[src/rtl/core/rits_pkg.sv]
`timescale 1ns / 1ps

package rits_pkg;

	// configuration register indexes
	localparam logic [2:0] CFG_INTERVAL     = 3'd0;
	localparam logic [2:0] CFG_SUNDAY_EN    = 3'd1;
	localparam logic [2:0] CFG_WINDOW_EN    = 3'd2;
	localparam logic [2:0] CFG_WINDOW_START = 3'd3;
	localparam logic [2:0] CFG_WINDOW_END   = 3'd4;
	localparam logic [2:0] CFG_SUNDAY_CODE  = 3'd5;

	localparam int CFG_IDX_W  = 3;
	localparam int CFG_DATA_W = 11;

	// result status codes
	localparam logic [2:0] STAT_READ_FAIL = 3'd0;
	localparam logic [2:0] STAT_INVALID   = 3'd1;
	localparam logic [2:0] STAT_BLOCKED   = 3'd2;
	localparam logic [2:0] STAT_OFF       = 3'd3;
	localparam logic [2:0] STAT_DUP       = 3'd4;
	localparam logic [2:0] STAT_FIRED     = 3'd5;

	// raw register masks
	localparam logic [7:0] MASK_SEC_MIN = 8'h7F;
	localparam logic [7:0] BIT_12H      = 8'h40;
	localparam logic [7:0] BIT_PM       = 8'h20;
	localparam logic [7:0] MASK_HOUR_12 = 8'h1F;
	localparam logic [7:0] MASK_HOUR_24 = 8'h3F;
	localparam logic [7:0] MASK_DATE    = 8'h3F;
	localparam logic [7:0] MASK_MONTH   = 8'h1F;
	localparam logic [7:0] MASK_DAY     = 8'h07;
	localparam logic [11:0] MIN_PER_HOUR = 12'd60;

	// minutes-of-day fit in 11 bits; one remainder step per bit
	localparam int TOTAL_W   = 11;
	localparam int DIV_STEPS = TOTAL_W;
	localparam int CNT_W     = $clog2(DIV_STEPS);

	typedef struct packed {
		logic load;      // capture a new word
		logic div_step;  // one restoring remainder step
		logic emit;      // write the output register
	} rits_cmd_t;

	typedef struct packed {
		logic skip_div;  // status already settled at load
	} rits_sts_t;

	// high nibble * 10 + low nibble, nibbles above 9 allowed
	function automatic logic [7:0] bcd_value(input logic [7:0] b);
		logic [7:0] hi;
		hi = {4'd0, b[7:4]};
		return (hi << 3) + (hi << 1) + {4'd0, b[3:0]};
	endfunction

endpackage

[src/rtl/core/rits_ctrl.sv]
`timescale 1ns / 1ps

module rits_ctrl (
	input  logic                clk,
	input  logic                arst_n,
	input  logic                in_valid,
	output logic                in_stall,
	output logic                out_valid,
	input  logic                out_stall,
	input  rits_pkg::rits_sts_t sts,
	output rits_pkg::rits_cmd_t cmd
);
	import rits_pkg::*;

	localparam logic [1:0] ST_IDLE = 2'd0;
	localparam logic [1:0] ST_DIV  = 2'd1;
	localparam logic [1:0] ST_EMIT = 2'd2;

	logic [1:0]       state_q;
	logic [CNT_W-1:0] cnt_q;
	logic             out_valid_q;
	logic             out_free;
	logic             cnt_last;

	assign out_free = !out_valid_q || !out_stall;
	assign cnt_last = (cnt_q == CNT_W'(DIV_STEPS - 1));

	assign cmd.load     = (state_q == ST_IDLE) && in_valid;
	assign cmd.div_step = (state_q == ST_DIV) && !sts.skip_div;
	assign cmd.emit     = (state_q == ST_EMIT) && out_free;

	assign in_stall  = (state_q != ST_IDLE);
	assign out_valid = out_valid_q;

	always_ff @(posedge clk or negedge arst_n) begin
		if (!arst_n) begin
			state_q     <= ST_IDLE;
			cnt_q       <= '0;
			out_valid_q <= 1'b0;
		end else begin
			if (cmd.emit)
				out_valid_q <= 1'b1;
			else if (!out_stall)
				out_valid_q <= 1'b0;

			unique case (state_q)
				ST_IDLE: begin
					cnt_q <= '0;
					if (in_valid)
						state_q <= ST_DIV;
				end
				ST_DIV: begin
					cnt_q <= cnt_q + CNT_W'(1);
					if (sts.skip_div || cnt_last)
						state_q <= ST_EMIT;
				end
				ST_EMIT: begin
					if (out_free)
						state_q <= ST_IDLE;
				end
				default: state_q <= ST_IDLE;
			endcase
		end
	end

endmodule

[src/rtl/core/rits_dp.sv]
`timescale 1ns / 1ps

module rits_dp (
	input  logic                                clk,
	input  logic                                arst_n,
	input  logic                                cfg_we,
	input  logic [rits_pkg::CFG_IDX_W-1:0]      cfg_index,
	input  logic [rits_pkg::CFG_DATA_W-1:0]     cfg_data,
	input  logic                                read_ok,
	input  logic [7:0]                          rtc_sec,
	input  logic [7:0]                          rtc_min,
	input  logic [7:0]                          rtc_hour,
	input  logic [7:0]                          raw_day,
	input  logic [7:0]                          rtc_date,
	input  logic [7:0]                          rtc_month,
	input  logic [7:0]                          rtc_year,
	input  rits_pkg::rits_cmd_t                 cmd,
	output rits_pkg::rits_sts_t                 sts,
	output logic                                trigger,
	output logic [2:0]                          status,
	output logic [5:0]                          decoded_hour,
	output logic [6:0]                          decoded_minute
);
	import rits_pkg::*;

	// configuration
	logic [10:0] interval_q;
	logic        sunday_en_q;
	logic        window_en_q;
	logic [4:0]  win_start_q;
	logic [4:0]  win_end_q;
	logic [2:0]  sunday_code_q;

	// last fire stamp
	logic [7:0] last_hour_q, last_min_q, last_date_q, last_mon_q, last_year_q;

	// decode, combinational off the input word
	logic [7:0]  sec_d, min_d, hr_b, hr_d, day_d, date_d, mon_d, yr_d;
	logic        bad_d, gated_d;
	logic [2:0]  pre_st_d;
	logic        pre_final_d;
	logic [11:0] total_d;

	// working registers
	logic [5:0]         hr_q;
	logic [6:0]         mn_q;
	logic [4:0]         date_q;
	logic [3:0]         mon_q;
	logic [6:0]         yr_q;
	logic [2:0]         pre_st_q;
	logic               pre_final_q;
	logic [TOTAL_W-1:0] tot_sh_q;
	logic [TOTAL_W-1:0] divisor_q;
	logic [TOTAL_W-1:0] rem_q;

	logic [TOTAL_W:0]   rem_ext;
	logic [TOTAL_W-1:0] rem_next;
	logic               dup;
	logic [2:0]         final_st;

	// result register
	logic       trigger_q;
	logic [2:0] status_q;
	logic [5:0] out_hr_q;
	logic [6:0] out_mn_q;

	always_comb begin
		sec_d = bcd_value(rtc_sec & MASK_SEC_MIN);
		min_d = bcd_value(rtc_min & MASK_SEC_MIN);
		if ((rtc_hour & BIT_12H) != 8'd0) begin
			hr_b = bcd_value(rtc_hour & MASK_HOUR_12);
			if ((rtc_hour & BIT_PM) != 8'd0)
				hr_d = (hr_b != 8'd12) ? hr_b + 8'd12 : hr_b;
			else
				hr_d = (hr_b == 8'd12) ? 8'd0 : hr_b;
		end else begin
			hr_b = bcd_value(rtc_hour & MASK_HOUR_24);
			hr_d = hr_b;
		end
		day_d  = raw_day & MASK_DAY;
		date_d = bcd_value(rtc_date & MASK_DATE);
		mon_d  = bcd_value(rtc_month & MASK_MONTH);
		yr_d   = bcd_value(rtc_year);

		bad_d = (sec_d > 8'd59) || (min_d > 8'd59) || (hr_d > 8'd23) ||
			(day_d < 8'd1) || (day_d > 8'd7) || (date_d < 8'd1) || (date_d > 8'd31) ||
			(mon_d < 8'd1) || (mon_d > 8'd12) || (yr_d > 8'd99);
		gated_d = ((day_d[2:0] == sunday_code_q) && !sunday_en_q) ||
			(window_en_q && ((hr_d < {3'd0, win_start_q}) || (hr_d > {3'd0, win_end_q})));

		priority if (!read_ok) begin
			pre_st_d    = STAT_READ_FAIL;
			pre_final_d = 1'b1;
		end else if (bad_d) begin
			pre_st_d    = STAT_INVALID;
			pre_final_d = 1'b1;
		end else if (gated_d) begin
			pre_st_d    = STAT_BLOCKED;
			pre_final_d = 1'b1;
		end else begin
			pre_st_d    = STAT_OFF;
			pre_final_d = 1'b0;
		end

		total_d = {4'd0, hr_d} * MIN_PER_HOUR + {4'd0, min_d};
	end

	// restoring remainder step
	always_comb begin
		rem_ext = {rem_q, tot_sh_q[TOTAL_W-1]};
		if (rem_ext >= {1'b0, divisor_q})
			rem_next = TOTAL_W'(rem_ext - {1'b0, divisor_q});
		else
			rem_next = rem_ext[TOTAL_W-1:0];
	end

	assign dup = ({2'd0, hr_q} == last_hour_q) && ({1'b0, mn_q} == last_min_q) &&
		({3'd0, date_q} == last_date_q) && ({4'd0, mon_q} == last_mon_q) &&
		({1'b0, yr_q} == last_year_q);

	always_comb begin
		priority if (pre_final_q)
			final_st = pre_st_q;
		else if (rem_q != '0)
			final_st = STAT_OFF;
		else if (dup)
			final_st = STAT_DUP;
		else
			final_st = STAT_FIRED;
	end

	assign sts.skip_div = pre_final_q;

	always_ff @(posedge clk or negedge arst_n) begin
		if (!arst_n) begin
			interval_q    <= 11'd40;
			sunday_en_q   <= 1'b0;
			window_en_q   <= 1'b0;
			win_start_q   <= 5'd8;
			win_end_q     <= 5'd20;
			sunday_code_q <= 3'd1;
			last_hour_q   <= 8'hFF;
			last_min_q    <= 8'hFF;
			last_date_q   <= 8'hFF;
			last_mon_q    <= 8'hFF;
			last_year_q   <= 8'hFF;
		end else begin
			if (cfg_we) begin
				unique case (cfg_index)
					CFG_INTERVAL:     interval_q    <= cfg_data[10:0];
					CFG_SUNDAY_EN:    sunday_en_q   <= cfg_data[0];
					CFG_WINDOW_EN:    window_en_q   <= cfg_data[0];
					CFG_WINDOW_START: win_start_q   <= cfg_data[4:0];
					CFG_WINDOW_END:   win_end_q     <= cfg_data[4:0];
					CFG_SUNDAY_CODE:  sunday_code_q <= cfg_data[2:0];
					default: ;
				endcase
			end
			if (cmd.emit && (final_st == STAT_FIRED)) begin
				last_hour_q <= {2'd0, hr_q};
				last_min_q  <= {1'b0, mn_q};
				last_date_q <= {3'd0, date_q};
				last_mon_q  <= {4'd0, mon_q};
				last_year_q <= {1'b0, yr_q};
			end
		end
	end

	always_ff @(posedge clk) begin
		if (cmd.load) begin
			// failed and invalid words report zero time
			hr_q        <= (pre_st_d == STAT_READ_FAIL || pre_st_d == STAT_INVALID) ?
				6'd0 : hr_d[5:0];
			mn_q        <= (pre_st_d == STAT_READ_FAIL || pre_st_d == STAT_INVALID) ?
				7'd0 : min_d[6:0];
			date_q      <= date_d[4:0];
			mon_q       <= mon_d[3:0];
			yr_q        <= yr_d[6:0];
			pre_st_q    <= pre_st_d;
			pre_final_q <= pre_final_d;
			tot_sh_q    <= total_d[TOTAL_W-1:0];
			divisor_q   <= (interval_q == 11'd0) ? 11'd1 : interval_q;
			rem_q       <= '0;
		end else if (cmd.div_step) begin
			rem_q    <= rem_next;
			tot_sh_q <= {tot_sh_q[TOTAL_W-2:0], 1'b0};
		end
		if (cmd.emit) begin
			trigger_q <= (final_st == STAT_FIRED);
			status_q  <= final_st;
			out_hr_q  <= hr_q;
			out_mn_q  <= mn_q;
		end
	end

	assign trigger        = trigger_q;
	assign status         = status_q;
	assign decoded_hour   = out_hr_q;
	assign decoded_minute = out_mn_q;

endmodule

[src/rtl/core/rtc_interval_trigger_scheduler_core.sv]
`timescale 1ns / 1ps
// RTC interval trigger scheduler.
// Input channel (in_valid / in_stall): one word is a raw clock sample, seven BCD
// registers plus read_ok. Output channel (out_valid / out_stall): one word per
// input word with trigger, status and the decoded hour and minute.
// Configuration: cfg_we with cfg_index / cfg_data writes one register per cycle;
// write only while the block is idle.
// Flow: a word that fails the read, range or day/hour gate settles at capture
// and skips the remainder steps. A word that reaches the interval test runs an
// 11-step restoring remainder (one bit of minutes-of-day per cycle) before its
// result is written. One word is in work at a time; in_stall is high from
// acceptance until the result is written to the output register.
// The output register holds its word while out_stall is high; the block then
// waits in its emit step and keeps in_stall high until the register frees.
// Reset (arst_n low): configuration returns to its defaults (interval 40,
// Sunday blocked, window off, window 8..20, Sunday code 1), the last-fire stamp
// is cleared to all ones, and both channels go idle.
module rtc_interval_trigger_scheduler_core (
	input  logic                              clk,
	input  logic                              arst_n,
	input  logic                              cfg_we,
	input  logic [rits_pkg::CFG_IDX_W-1:0]    cfg_index,
	input  logic [rits_pkg::CFG_DATA_W-1:0]   cfg_data,
	input  logic                              in_valid,
	output logic                              in_stall,
	input  logic                              read_ok,
	input  logic [7:0]                        rtc_sec,
	input  logic [7:0]                        rtc_min,
	input  logic [7:0]                        rtc_hour,
	input  logic [7:0]                        raw_day,
	input  logic [7:0]                        rtc_date,
	input  logic [7:0]                        rtc_month,
	input  logic [7:0]                        rtc_year,
	output logic                              out_valid,
	input  logic                              out_stall,
	output logic                              trigger,
	output logic [2:0]                        status,
	output logic [5:0]                        decoded_hour,
	output logic [6:0]                        decoded_minute
);
	import rits_pkg::*;

	rits_cmd_t cmd;
	rits_sts_t sts;

	// sequencer: capture, remainder steps, result write-back
	rits_ctrl u_ctrl (
		.clk       (clk),
		.arst_n    (arst_n),
		.in_valid  (in_valid),
		.in_stall  (in_stall),
		.out_valid (out_valid),
		.out_stall (out_stall),
		.sts       (sts),
		.cmd       (cmd)
	);

	// decode, gates, remainder unit, duplicate stamp, output register
	rits_dp u_dp (
		.clk            (clk),
		.arst_n         (arst_n),
		.cfg_we         (cfg_we),
		.cfg_index      (cfg_index),
		.cfg_data       (cfg_data),
		.read_ok        (read_ok),
		.rtc_sec        (rtc_sec),
		.rtc_min        (rtc_min),
		.rtc_hour       (rtc_hour),
		.raw_day        (raw_day),
		.rtc_date       (rtc_date),
		.rtc_month      (rtc_month),
		.rtc_year       (rtc_year),
		.cmd            (cmd),
		.sts            (sts),
		.trigger        (trigger),
		.status         (status),
		.decoded_hour   (decoded_hour),
		.decoded_minute (decoded_minute)
	);

endmodule

[config.mk]
export PLATFORM = sky130hd
export DESIGN_NAME = rtc_interval_trigger_scheduler_core
export DESIGN_NICKNAME = d
export VERILOG_FILES = /design/src/rtl/core/rits_pkg.sv /design/src/rtl/core/rits_ctrl.sv /design/src/rtl/core/rits_dp.sv /design/src/rtl/core/rtc_interval_trigger_scheduler_core.sv
export SDC_FILE = /design/constraint.sdc
export NUM_CORES = 1
export LEC_CHECK = 0
export BUFFER_PORTS_ARGS = -buffer_cell sky130_fd_sc_hd__buf_4
export CORE_ASPECT_RATIO = 1.25
export CORE_MARGIN = 2
export CORE_UTILIZATION = 50
export DETAILED_ROUTE_END_ITERATION = 8
export GPL_TIMING_DRIVEN = 1
export PLACE_DENSITY = 0.7
export SYNTH_ARGS = -nofsm -noshare
export SYNTH_HDL_FRONTEND = slang
export SYNTH_SLANG_ARGS = --single-unit
[constraint.sdc]
create_clock -name clk -period 5.4 [get_ports clk]
set_clock_uncertainty 0.05 [all_clocks]
set_input_delay 0.27 -clock clk [delete_from_list [all_inputs] [get_ports clk]]
set_output_delay 0.27 -clock clk [all_outputs]
set_load 0.03 [all_outputs]
==> impl_metrics.toml, run 1 <==
[cts]
cts_tree = "done"
clkTransAtPathRegs_ns = 0.06
clock-sinks = 145
cts_buffer_depth = 2
root_buffer = "clkbuf_16"
htree_levels = 4
cts_buffers = 17
insertion_delay_ns = 0.42

[floorplan]
core_area_mm2 = 0.0168
die_area_mm2 = 0.0183
dieWidth_um = 122
num_rows = 53
start_util_pct = 51.3
io_pins = 95
die_y_um = 151

[critical_path]
required_ns = 5.49
crit_path_start_kind = "input port"
worstPathMaxFanout = 4
endpoint_kind = "flop"
critical_path_class = "in -> reg"
worstPathArrival_ns = 4.98

[synth]
yosys_warnings = 0
yosysSeqAreaShare_pct = 46.0
synth_edf_count = 71
postSynthCellCount = 760
ys_ff_latch = 145
async_reset_ff_share_pct = 43.4
synthesis.area_mm2 = 0.00863
synth_ff_type = "edfxtp_1"
syn-num-nets = 918
yosysUniqueCellTypes = 74
syn_avg_cell_area_um2 = 11.4

[sta]
rsz0062_at_grt = "false"
post-route-period-util_pct = 90.5
slew_headroom_pct = 20.6
slew_violations = 0
fmax_mhz = 205
hold_ws_ns = 0.0328
tightestPinTransition_ns = 1.19
hold_violations = 0
setup_tns_ns = 0
layout_min_cycle_time_ns = 4.88
setup_viol_count_final = 0
worst_slack_ns = 0.515

[power_and_ir_drop]
netSwitchingPower_mw = 1.53
power.leakage_nw = 4.40
p_per_area_mw_per_mm2 = 449
swShare_pct = 33.7
seqPwrFrac_pct = 39.2
combPwrFrac_pct = 35.2
p_int_mw = 3.01
ir_drop_uv = 343
clockPowerShare_pct = 25.6

[grt]
track_usage_pct = 20.0
grt_pass1_wl_mm = 28.8
overflow = 0
first_global_vias = 6173
antenna_found_initial = 0
grt_max_degree = 64

[drt]
vias = 5953
drc = 0
via_per_inst = 5.50
antenna_left = 0
wire_per_inst_um = 16.0
wl_mm = 17.3
drt_iter0_drc = 363
dr.pass1.iters = 5

[status]
status = "finished clean"

[placement]
post-place-ws_ns = -0.231
place_hpwl_mm = 13.3
io_buffers = 80
place.gp.congestion = 0.875

[final_layout]
area_growth_pct = 17.0
diodes = 0
drive_gt1_share_pct = 25.2
fin_nets = 1007
final_common_cell = "buf_4"
layout_common_cells = "buf_4 (93), edfxtp_1 (71), ha_1 (69), inv_1 (65), nand2_1 (49)"

[hold_path]
worstHoldPathType = "in -> reg"

[flow_run]
maxCapViolCount = 0
synthesized netlist by cell type, types with 4 or more instances:
library cell	count	area share, %
nand2_1	49	2.1
a32oi_1	4	0.41
dfstp_2	36	11
edfxtp_1	71	25
nor2_2	8	0.58
mux2i_1	8	0.93
a21oi_1	28	1.6
xor2_1	35	3.6
mux2_1	25	3.3
nand4_1	7	0.51
fa_1	13	3.0
nor2_1	23	1.0
inv_1	66	2.9
nor2b_1	10	0.72
nor4_1	13	0.94
nand3_1	20	1.2
and3_1	4	0.29
nor3_1	8	0.46
and2_1	6	0.43
o21ai_1	5	0.29
nor3b_1	4	0.35
ha_1	69	10
mux2_2	28	3.7
dfrtp_1	27	7.8
dfxtp_1	11	2.6
buf_6	6	0.78
clkbuf_1	19	0.83
a21o_1	11	0.96
o21a_1	5	0.43
o21ai_0	30	1.7
a22o_1	5	0.51
nand2b_1	8	0.58
xnor2_1	33	3.3
a31oi_1	9	0.65
cell type report:
cell class	instances	area [um^2]
multi-input combinational	520	4270
inverter	68	255
clock buffer	18	439
tap	220	275
timing repair buffer	97	738
fill	1353	6740
sequential	145	3970
clock inverter	14	155
stage by stage:
stage                     instance area, um^2  cells  power, mW  util (%)
final                                   10100   1082       4.54      60.0
after global routing                    10100   1082       4.82      60.0
after CTS                               10100   1081       4.55      59.9
after detailed placement                 9460   1045       3.39      56.1
after global placement                   9460   1045       3.30      56.1
after floorplan                          8630    760       2.94         -
logic make-up (layout without fill, tap and decap cells):
family                     count (synthesis)  in the layout  synth area share [%]
DFF                                      145            145                  46.0
buffers and inverters                     95            197                  4.68
and+or+nand+nor                          181            181                  11.7
adders and majority gates                 82             82                  13.0
AOI/OAI and AO/OA                        125            125                  9.46
xor gates and xnor gates                  70             70                  7.27
other                                      1              1                0.0434
muxes                                     61             61                  7.84
sequential cells by signal (all words and copies together), names as in the netlist, 6 cells and up:
register / count
u_dp.yr_q: 7
u_dp.decoded_hour: 6
u_dp.interval_q: 11
u_dp.last_hour_q: 6
u_dp.divisor_q: 11
u_dp.decoded_minute: 7
u_dp.rem_q: 11
u_dp.hr_q: 6
u_dp.last_year_q: 7
u_dp.mn_q: 7
u_dp.last_min_q: 7
u_dp.tot_sh_q: 11
worst max-delay path, cell delays in order:
cell      delay (ns)
buf_4           0.11
ha_1            0.20
ha_1            0.22
xor2_2          0.15
ha_1            0.15
nor3b_2         0.24
nand2_1         0.16
ha_1            0.33
mux2i_1         0.14
a21o_2          0.18
inv_2           0.06
ha_1            0.31
ha_1            0.33
xor2_1          0.23
inv_1           0.08
fa_1            0.48
inv_1           0.04
ha_1            0.30
buf_4           0.15
o21ai_0         0.09
nand2b_1        0.12
a31oi_1         0.24
nor3b_1         0.09
xnor2_1         0.20
o21ai_1         0.08
power groups by stage:
| stage | Combinational (mW) | Sequential (mW) | Clock [mW] |
|---|---|---|---|
| after CTS | 1.60 | 1.78 | 1.17 |
| after global routing | 1.78 | 1.82 | 1.22 |
| after detailed placement | 1.59 | 1.80 | 0 |
| after global placement | 1.52 | 1.78 | 0 |
| final | 1.60 | 1.78 | 1.16 |
| after floorplan | 1.13 | 1.81 | 0 |
layer usage:
metal	vias up	track usage (%)	part of all wire, %
met5	-	0	0
met4	0	8.79	3.0
met3	33	2.97	2.8
met2	117	36.2	52
met1	2925	23.4	42
li1	2878	-	-
worst paths after layout:
kind | start | endpoint | slack (ns) | depth (start not counted)
worst max-delay path | rtc_hour[1] | u_dp.tot_sh_q[10]$_DFFE_PP_ | 0.52 | 25
worst min-delay path | cfg_data[9] | u_dp.interval_q[9]$_DFFE_PN0P_ | 0.03 | 2
worst max register to register | u_ctrl.state_q[1]$_DFFE_PN0P_ | u_dp.tot_sh_q[10]$_DFFE_PP_ | 2.27 | 6
worst min register to register | u_dp.interval_q[6]$_DFFE_PN0P_ | u_dp.divisor_q[6]$_SDFFCE_PN0P_ | 0.43 | 0
max in group asynchronous | arst_n | u_ctrl.out_valid$_DFFE_PN0P_ | 4.33 | 2
min in group asynchronous | arst_n | u_dp.win_end_q[3]$_DFFE_PN0P_ | 0.46 | 2
repair_timing:
action	in CTS	in global routing
endpoints found under the hold margin	30	0
hold buffers	4	0
endpoints found under the setup margin	0	3
resized for setup	0	2
setup buffers	0	1
Note: power is estimated with default switching activity, not from simulation.
==> run 2, diff against run 1 <==
Settings changed: CELL_PAD_IN_SITES_DETAIL_PLACEMENT set to 2, CELL_PAD_IN_SITES_GLOBAL_PLACEMENT set to 2, CORE_ASPECT_RATIO 1.25 to 0.5, CORE_UTILIZATION 50 to 43, PLACE_DENSITY 0.7 to not set, PLACE_DENSITY_LB_ADDON set to 0.1.
==> impl_metrics.toml, run 2 (same netlist as run 1, synthesis figures left out) <==
[placement]
place.gp.congestion = 0.773
place_hpwl_mm = 18.4
post_dp_cell_area_mm2 = 0.00954
io_buffers = 80

[power_and_ir_drop]
ir_drop_uv = 253
swShare_pct = 36.9
clockPowerShare_pct = 26.6
p_per_area_mw_per_mm2 = 481
netSwitchingPower_mw = 1.81
combPwrFrac_pct = 35.7
power.leakage_nw = 4.44
seqPwrFrac_pct = 37.7
p_int_mw = 3.10

[final_layout]
final_common_cell = "buf_4"
fin_nets = 1010
area_growth_pct = 18.3
design_area_mm2 = 0.0102
diodes = 0
drive_gt1_share_pct = 25.3
layout_common_cells = "buf_4 (96), edfxtp_1 (71), ha_1 (69), inv_1 (65), nand2_1 (49)"
utilization_pct = 52.1

[floorplan]
start_util_pct = 44.1
core_area_mm2 = 0.0196
die_y_um = 104
dieWidth_um = 204
io_pins = 95
die_area_mm2 = 0.0213
num_rows = 36

[critical_path]
worstPathMaxFanout = 5
crit_path_start_kind = "input port"
endpoint_kind = "flop"
critical_path_class = "in -> reg"
worstPathArrival_ns = 5.06
required_ns = 5.52

[hold_path]
worstHoldPathType = "in -> reg"

[grt]
overflow = 0
track_usage_pct = 27.8
first_global_vias = 7217
antenna_found_initial = 0
grt_pass1_wl_mm = 44.2
grt_max_degree = 64

[sta]
hold_violations = 0
rsz0062_at_grt = "false"
fmax_mhz = 203
tightestPinTransition_ns = 1.14
setup_viol_count_final = 0
layout_min_cycle_time_ns = 4.94
setup_tns_ns = 0
slew_headroom_pct = 24.0
slew_violations = 0
post-route-period-util_pct = 91.4

[cts]
root_buffer = "clkbuf_16"
clkTransAtPathRegs_ns = 0.06
cts_buffers = 17
insertion_delay_ns = 0.44
cts_tree = "done"
cts_buffer_depth = 2
clock-sinks = 145
htree_levels = 4

[drt]
drc = 0
dr.pass1.iters = 4
drt_iter0_drc = 220
vias = 6289
wire_per_inst_um = 24.8
wl_mm = 28.1
via_per_inst = 5.56
antenna_left = 0

[flow_run]
maxCapViolCount = 0

[status]
status = "finished clean"
run 2: power by group through the flow:
stage / Combinational, mW / Sequential, mW / Clock (mW)
5_1_grt: 1.94 / 1.88 / 1.36
3_5_place_dp: 1.70 / 1.83 / 0
2_1_floorplan: 1.13 / 1.81 / 0
3_3_place_gp: 1.59 / 1.79 / 0
6_report: 1.75 / 1.85 / 1.31
4_1_cts: 1.76 / 1.84 / 1.30
run 2: layout make-up:
class / count / area, um^2
multi-input cells: 520 / 4270
flip-flops and latches: 145 / 3970
repair buffers: 100 / 761
clock inverters: 11 / 148
fillers: 1926 / 9380
well taps: 266 / 333
clock buffers: 21 / 482
inverters: 68 / 255
run 2: worst max-delay path: stages:
cell     delay (ns)
buf_4          0.11
ha_1           0.20
ha_1           0.22
xor2_2         0.26
ha_1           0.19
nor3b_2        0.20
nand2_1        0.15
ha_1           0.34
mux2i_1        0.13
a21o_2         0.18
inv_2          0.06
ha_1           0.29
ha_1           0.30
xor2_1         0.22
ha_1           0.26
a21o_1         0.15
a21oi_1        0.24
xnor2_1        0.16
ha_1           0.30
a21o_1         0.20
a31oi_1        0.23
nor3b_1        0.10
xnor2_1        0.21
o21ai_1        0.08
run 2: worst paths after layout:
| check | to | cells after the start | slack (ns) | from |
|---|---|---|---|---|
| max | u_dp.tot_sh_q[10]$_DFFE_PP_ | 24 | 0.46 | rtc_hour[1] |
| min | u_dp.interval_q[10]$_DFFE_PN0P_ | 2 | 0.02 | cfg_data[10] |
| max reg2reg | u_dp.last_hour_q[5]$_DFFE_PN1P_ | 6 | 2.05 | u_dp.last_date_q[3]$_DFFE_PN1P_ |
| min reg2reg | u_dp.divisor_q[8]$_SDFFCE_PN0P_ | 0 | 0.44 | u_dp.interval_q[8]$_DFFE_PN0P_ |
| max in group asynchronous | u_ctrl.cnt_q[2]$_DFFE_PN0P_ | 2 | 4.20 | arst_n |
| min in group asynchronous | u_dp.win_start_q[0]$_DFFE_PN0P_ | 2 | 0.51 | arst_n |
run 2: what timing repair did:
item                                    in CTS  in global routing
hold buffers                                 4                  0
setup buffers                                0                  0
gates resized for setup                      0                  1
hold endpoints to repair                    30                  0
endpoints found under the setup margin       0                  2
run 2: layer usage:
layer  routed length, um  share of wire, %  up-vias  track usage, %
met5                   0                 0        -               0
met4                 614               2.2        0            8.95
met3                 663               2.4       37            3.95
met2               14700                52      107            50.2
met1               12100                43     3261            34.1
li1                    -                 -     2884               -
run 2: per-stage QoR:
stage          power (mW)  std cells  hold slack (ns)  worst slack [ns]
6_report             4.92       1131           0.0184             0.462
5_1_grt              5.18       1131           0.0132            0.0906
4_1_cts              4.90       1131           0.0111             0.311
3_5_place_dp         3.53       1095            0.398            -0.127
3_3_place_gp         3.38       1095            0.382             0.143
2_1_floorplan        2.94        760          -0.0756             0.342
==> run 3, diff against run 2 <==
Settings changed: CORE_UTILIZATION 43 to 44, CTS_BUF_LIST set to sky130_fd_sc_hd__clkbuf_2, GPL_TIMING_DRIVEN 1 to 0.
==> impl_metrics.toml, run 3 (same netlist as run 1, synthesis figures left out) <==
[floorplan]
io_pins = 95
core_area_mm2 = 0.0194
die_y_um = 103
num_rows = 36
dieWidth_um = 202
start_util_pct = 44.6
die_area_mm2 = 0.0208

[power_and_ir_drop]
clockPowerShare_pct = 15.5
netSwitchingPower_mw = 1.99
swShare_pct = 43.8
p_int_mw = 2.55
ir_drop_uv = 159
power.leakage_nw = 4.48
seqPwrFrac_pct = 40.7
power_mw = 4.54
p_per_area_mw_per_mm2 = 437
combPwrFrac_pct = 43.8

[drt]
wire_per_inst_um = 27.9
drt_iter0_drc = 492
via_per_inst = 5.89
vias = 7033
drc = 0
top_layer_used = "met5"
route.met3.wl_mm = 1.09
m1WireLength_mm = 14.0
met2WireLength_mm = 17.4
wl_mm = 33.4
antenna_left = 0
dr.pass1.iters = 4

[grt]
overflow = 0
grt_max_degree = 64
antenna_found_initial = 0
grt_pass1_wl_mm = 50.7
first_global_vias = 7941
track_usage_pct = 33.1

[critical_path]
crit_slowest_cell = "fa_1"
worstPathArrival_ns = 5.81
ff2ff_path_depth = 8
slowest_delay_ns = 0.52
r2r_end = "u_dp.tot_sh_q[10]$_DFFE_PP_"
rrSetupSlack_ns = 2.06
crit_start = "rtc_hour[1]"
worstPathMaxFanout = 6
crit_path_start_kind = "input port"
endpoint_kind = "flop"
critical_path_class = "in -> reg"
worstPathCellList = "buf_4 -> ha_1 -> ha_2 -> ha_1 -> nor3b_2 -> nand2_1 -> ha_1 -> mux2i_1 -> a21o_2 -> inv_2 -> ha_1 -> ha_1 -> xor2_1 -> inv_1 -> fa_1 -> inv_1 -> ha_1 -> o21ai_0 -> nand2b_1 -> a31oi_1 -> nor3b_1 -> xnor2_1 -> o21ai_1"
r2r_start = "u_ctrl.state_q[1]$_DFFE_PN0P_"
required_ns = 5.86
crit_top_cell = "ha_1"

[cts]
cts_tree = "done"
insertion_delay_ns = 0.84
clock-sinks = 145
cts_buffers = 17
clkTransAtPathRegs_ns = 0.34
htree_levels = 4
cts_buffer_depth = 2
root_buffer = "clkbuf_2"

[sta]
slew_headroom_pct = 25.5
fmax_mhz = 187
hold_violations = 0
layout_min_cycle_time_ns = 5.34
post-route-period-util_pct = 98.9
setup_viol_count_final = 0
tightestPinTransition_ns = 1.11
slew_violations = 0

[hold_path]
worstHoldPathType = "in -> async"

[placement]
place_hpwl_mm = 18.9
place.gp.congestion = 0.778
io_buffers = 80
post-place-cells = 1108

[final_layout]
utilization_pct = 53.6
final_cells = 1195
fin_nets = 1073
area_growth_pct = 20.3
final_common_cell = "buf_4"
layout_common_cells = "buf_4 (81), edfxtp_1 (71), ha_1 (68), inv_1 (65), dlygate4sd3_1 (53)"
drive_gt1_share_pct = 23.3

[flow_run]
maxCapViolCount = 0

[status]
status = "finished clean"
-- run 3: changes by cell type in the layout (fill, tap and decap cells not counted), moves of 2 or more --
cell and change:
bufinv_16 -2, buf_4 -15, inv_6 +5, clkbuf_8 -2, inv_8 +2, clkbuf_1 +18, clkbuf_16 -18, buf_6 +6
dlygate4sd3_1 +49, buf_2 +2, clkbuf_2 +17, inv_4 -2
-- run 3: stage by stage --
stage	setup TNS, ns	hold WS, ns	cell area [um^2]	worst slack [ns]
2_1_floorplan	0	-0.0756	8630	0.342
3_3_place_gp	-0.934	0.390	9570	-0.460
3_5_place_dp	-2.29	0.391	9610	-0.814
4_1_cts	0	0.0105	10400	0.0792
5_1_grt	-0.0354	0.0185	10400	-0.0354
6_report	0	0.0452	10400	0.0574
-- run 3: layer usage --
layer	track usage, %	vias to the layer above
li1	-	3020
met1	40.2	3709
met2	61.4	231
met3	4.90	71
met4	11.3	2
met5	0	-
-- run 3: power by group through the flow --
stage	Sequential [mW]	Combinational, mW	Clock [mW]
2_1_floorplan	1.81	1.13	0
3_3_place_gp	1.78	1.60	0
3_5_place_dp	1.81	1.74	0
4_1_cts	1.79	1.80	0.656
5_1_grt	1.87	2.14	0.743
6_report	1.85	1.99	0.702
-- run 3: what timing repair did --
item	in CTS	in global routing
endpoints found under the setup margin	0	3
setup buffers	0	1
endpoints found under the hold margin	137	1
hold buffers	52	1
gates resized for setup	0	3
-- run 3: area by class of cell --
class                           instances  area [um^2]
Clock buffer                           17         85.1
Fill cell                            1936         8980
Clock inverter                         15          148
Timing Repair Buffer                  136         1170
Buffer                                 27          149
Antenna cell                            1         2.50
Multi-Input combinational cell        520         4270
Inverter                               68          255
Sequential cell                       145         3970
Tap cell                              266          333
-- run 3: how the worst max path moves through the flow --
stage,endpoint,slack [ns],cells after the start
final,u_dp.tot_sh_q[10]$_DFFE_PP_,0.06,23
after global routing,u_dp.tot_sh_q[10]$_DFFE_PP_,-0.04,23
after CTS,u_dp.tot_sh_q[10]$_DFFE_PP_,0.08,24
after detailed placement,u_dp.tot_sh_q[10]$_DFFE_PP_,-0.81,24
after global placement,u_dp.tot_sh_q[10]$_DFFE_PP_,-0.46,24
after floorplan,u_dp.tot_sh_q[9]$_DFFE_PP_,0.34,22
-- run 3: worst max-delay path, delay by kind of cell --
kind	cells	cell delay [ns]
compound gates	4	0.93
xor+xnor	2	0.50
fa+ha+maj	8	2.78
buf+inv	4	0.38
mux	1	0.20
simple gates	4	0.73
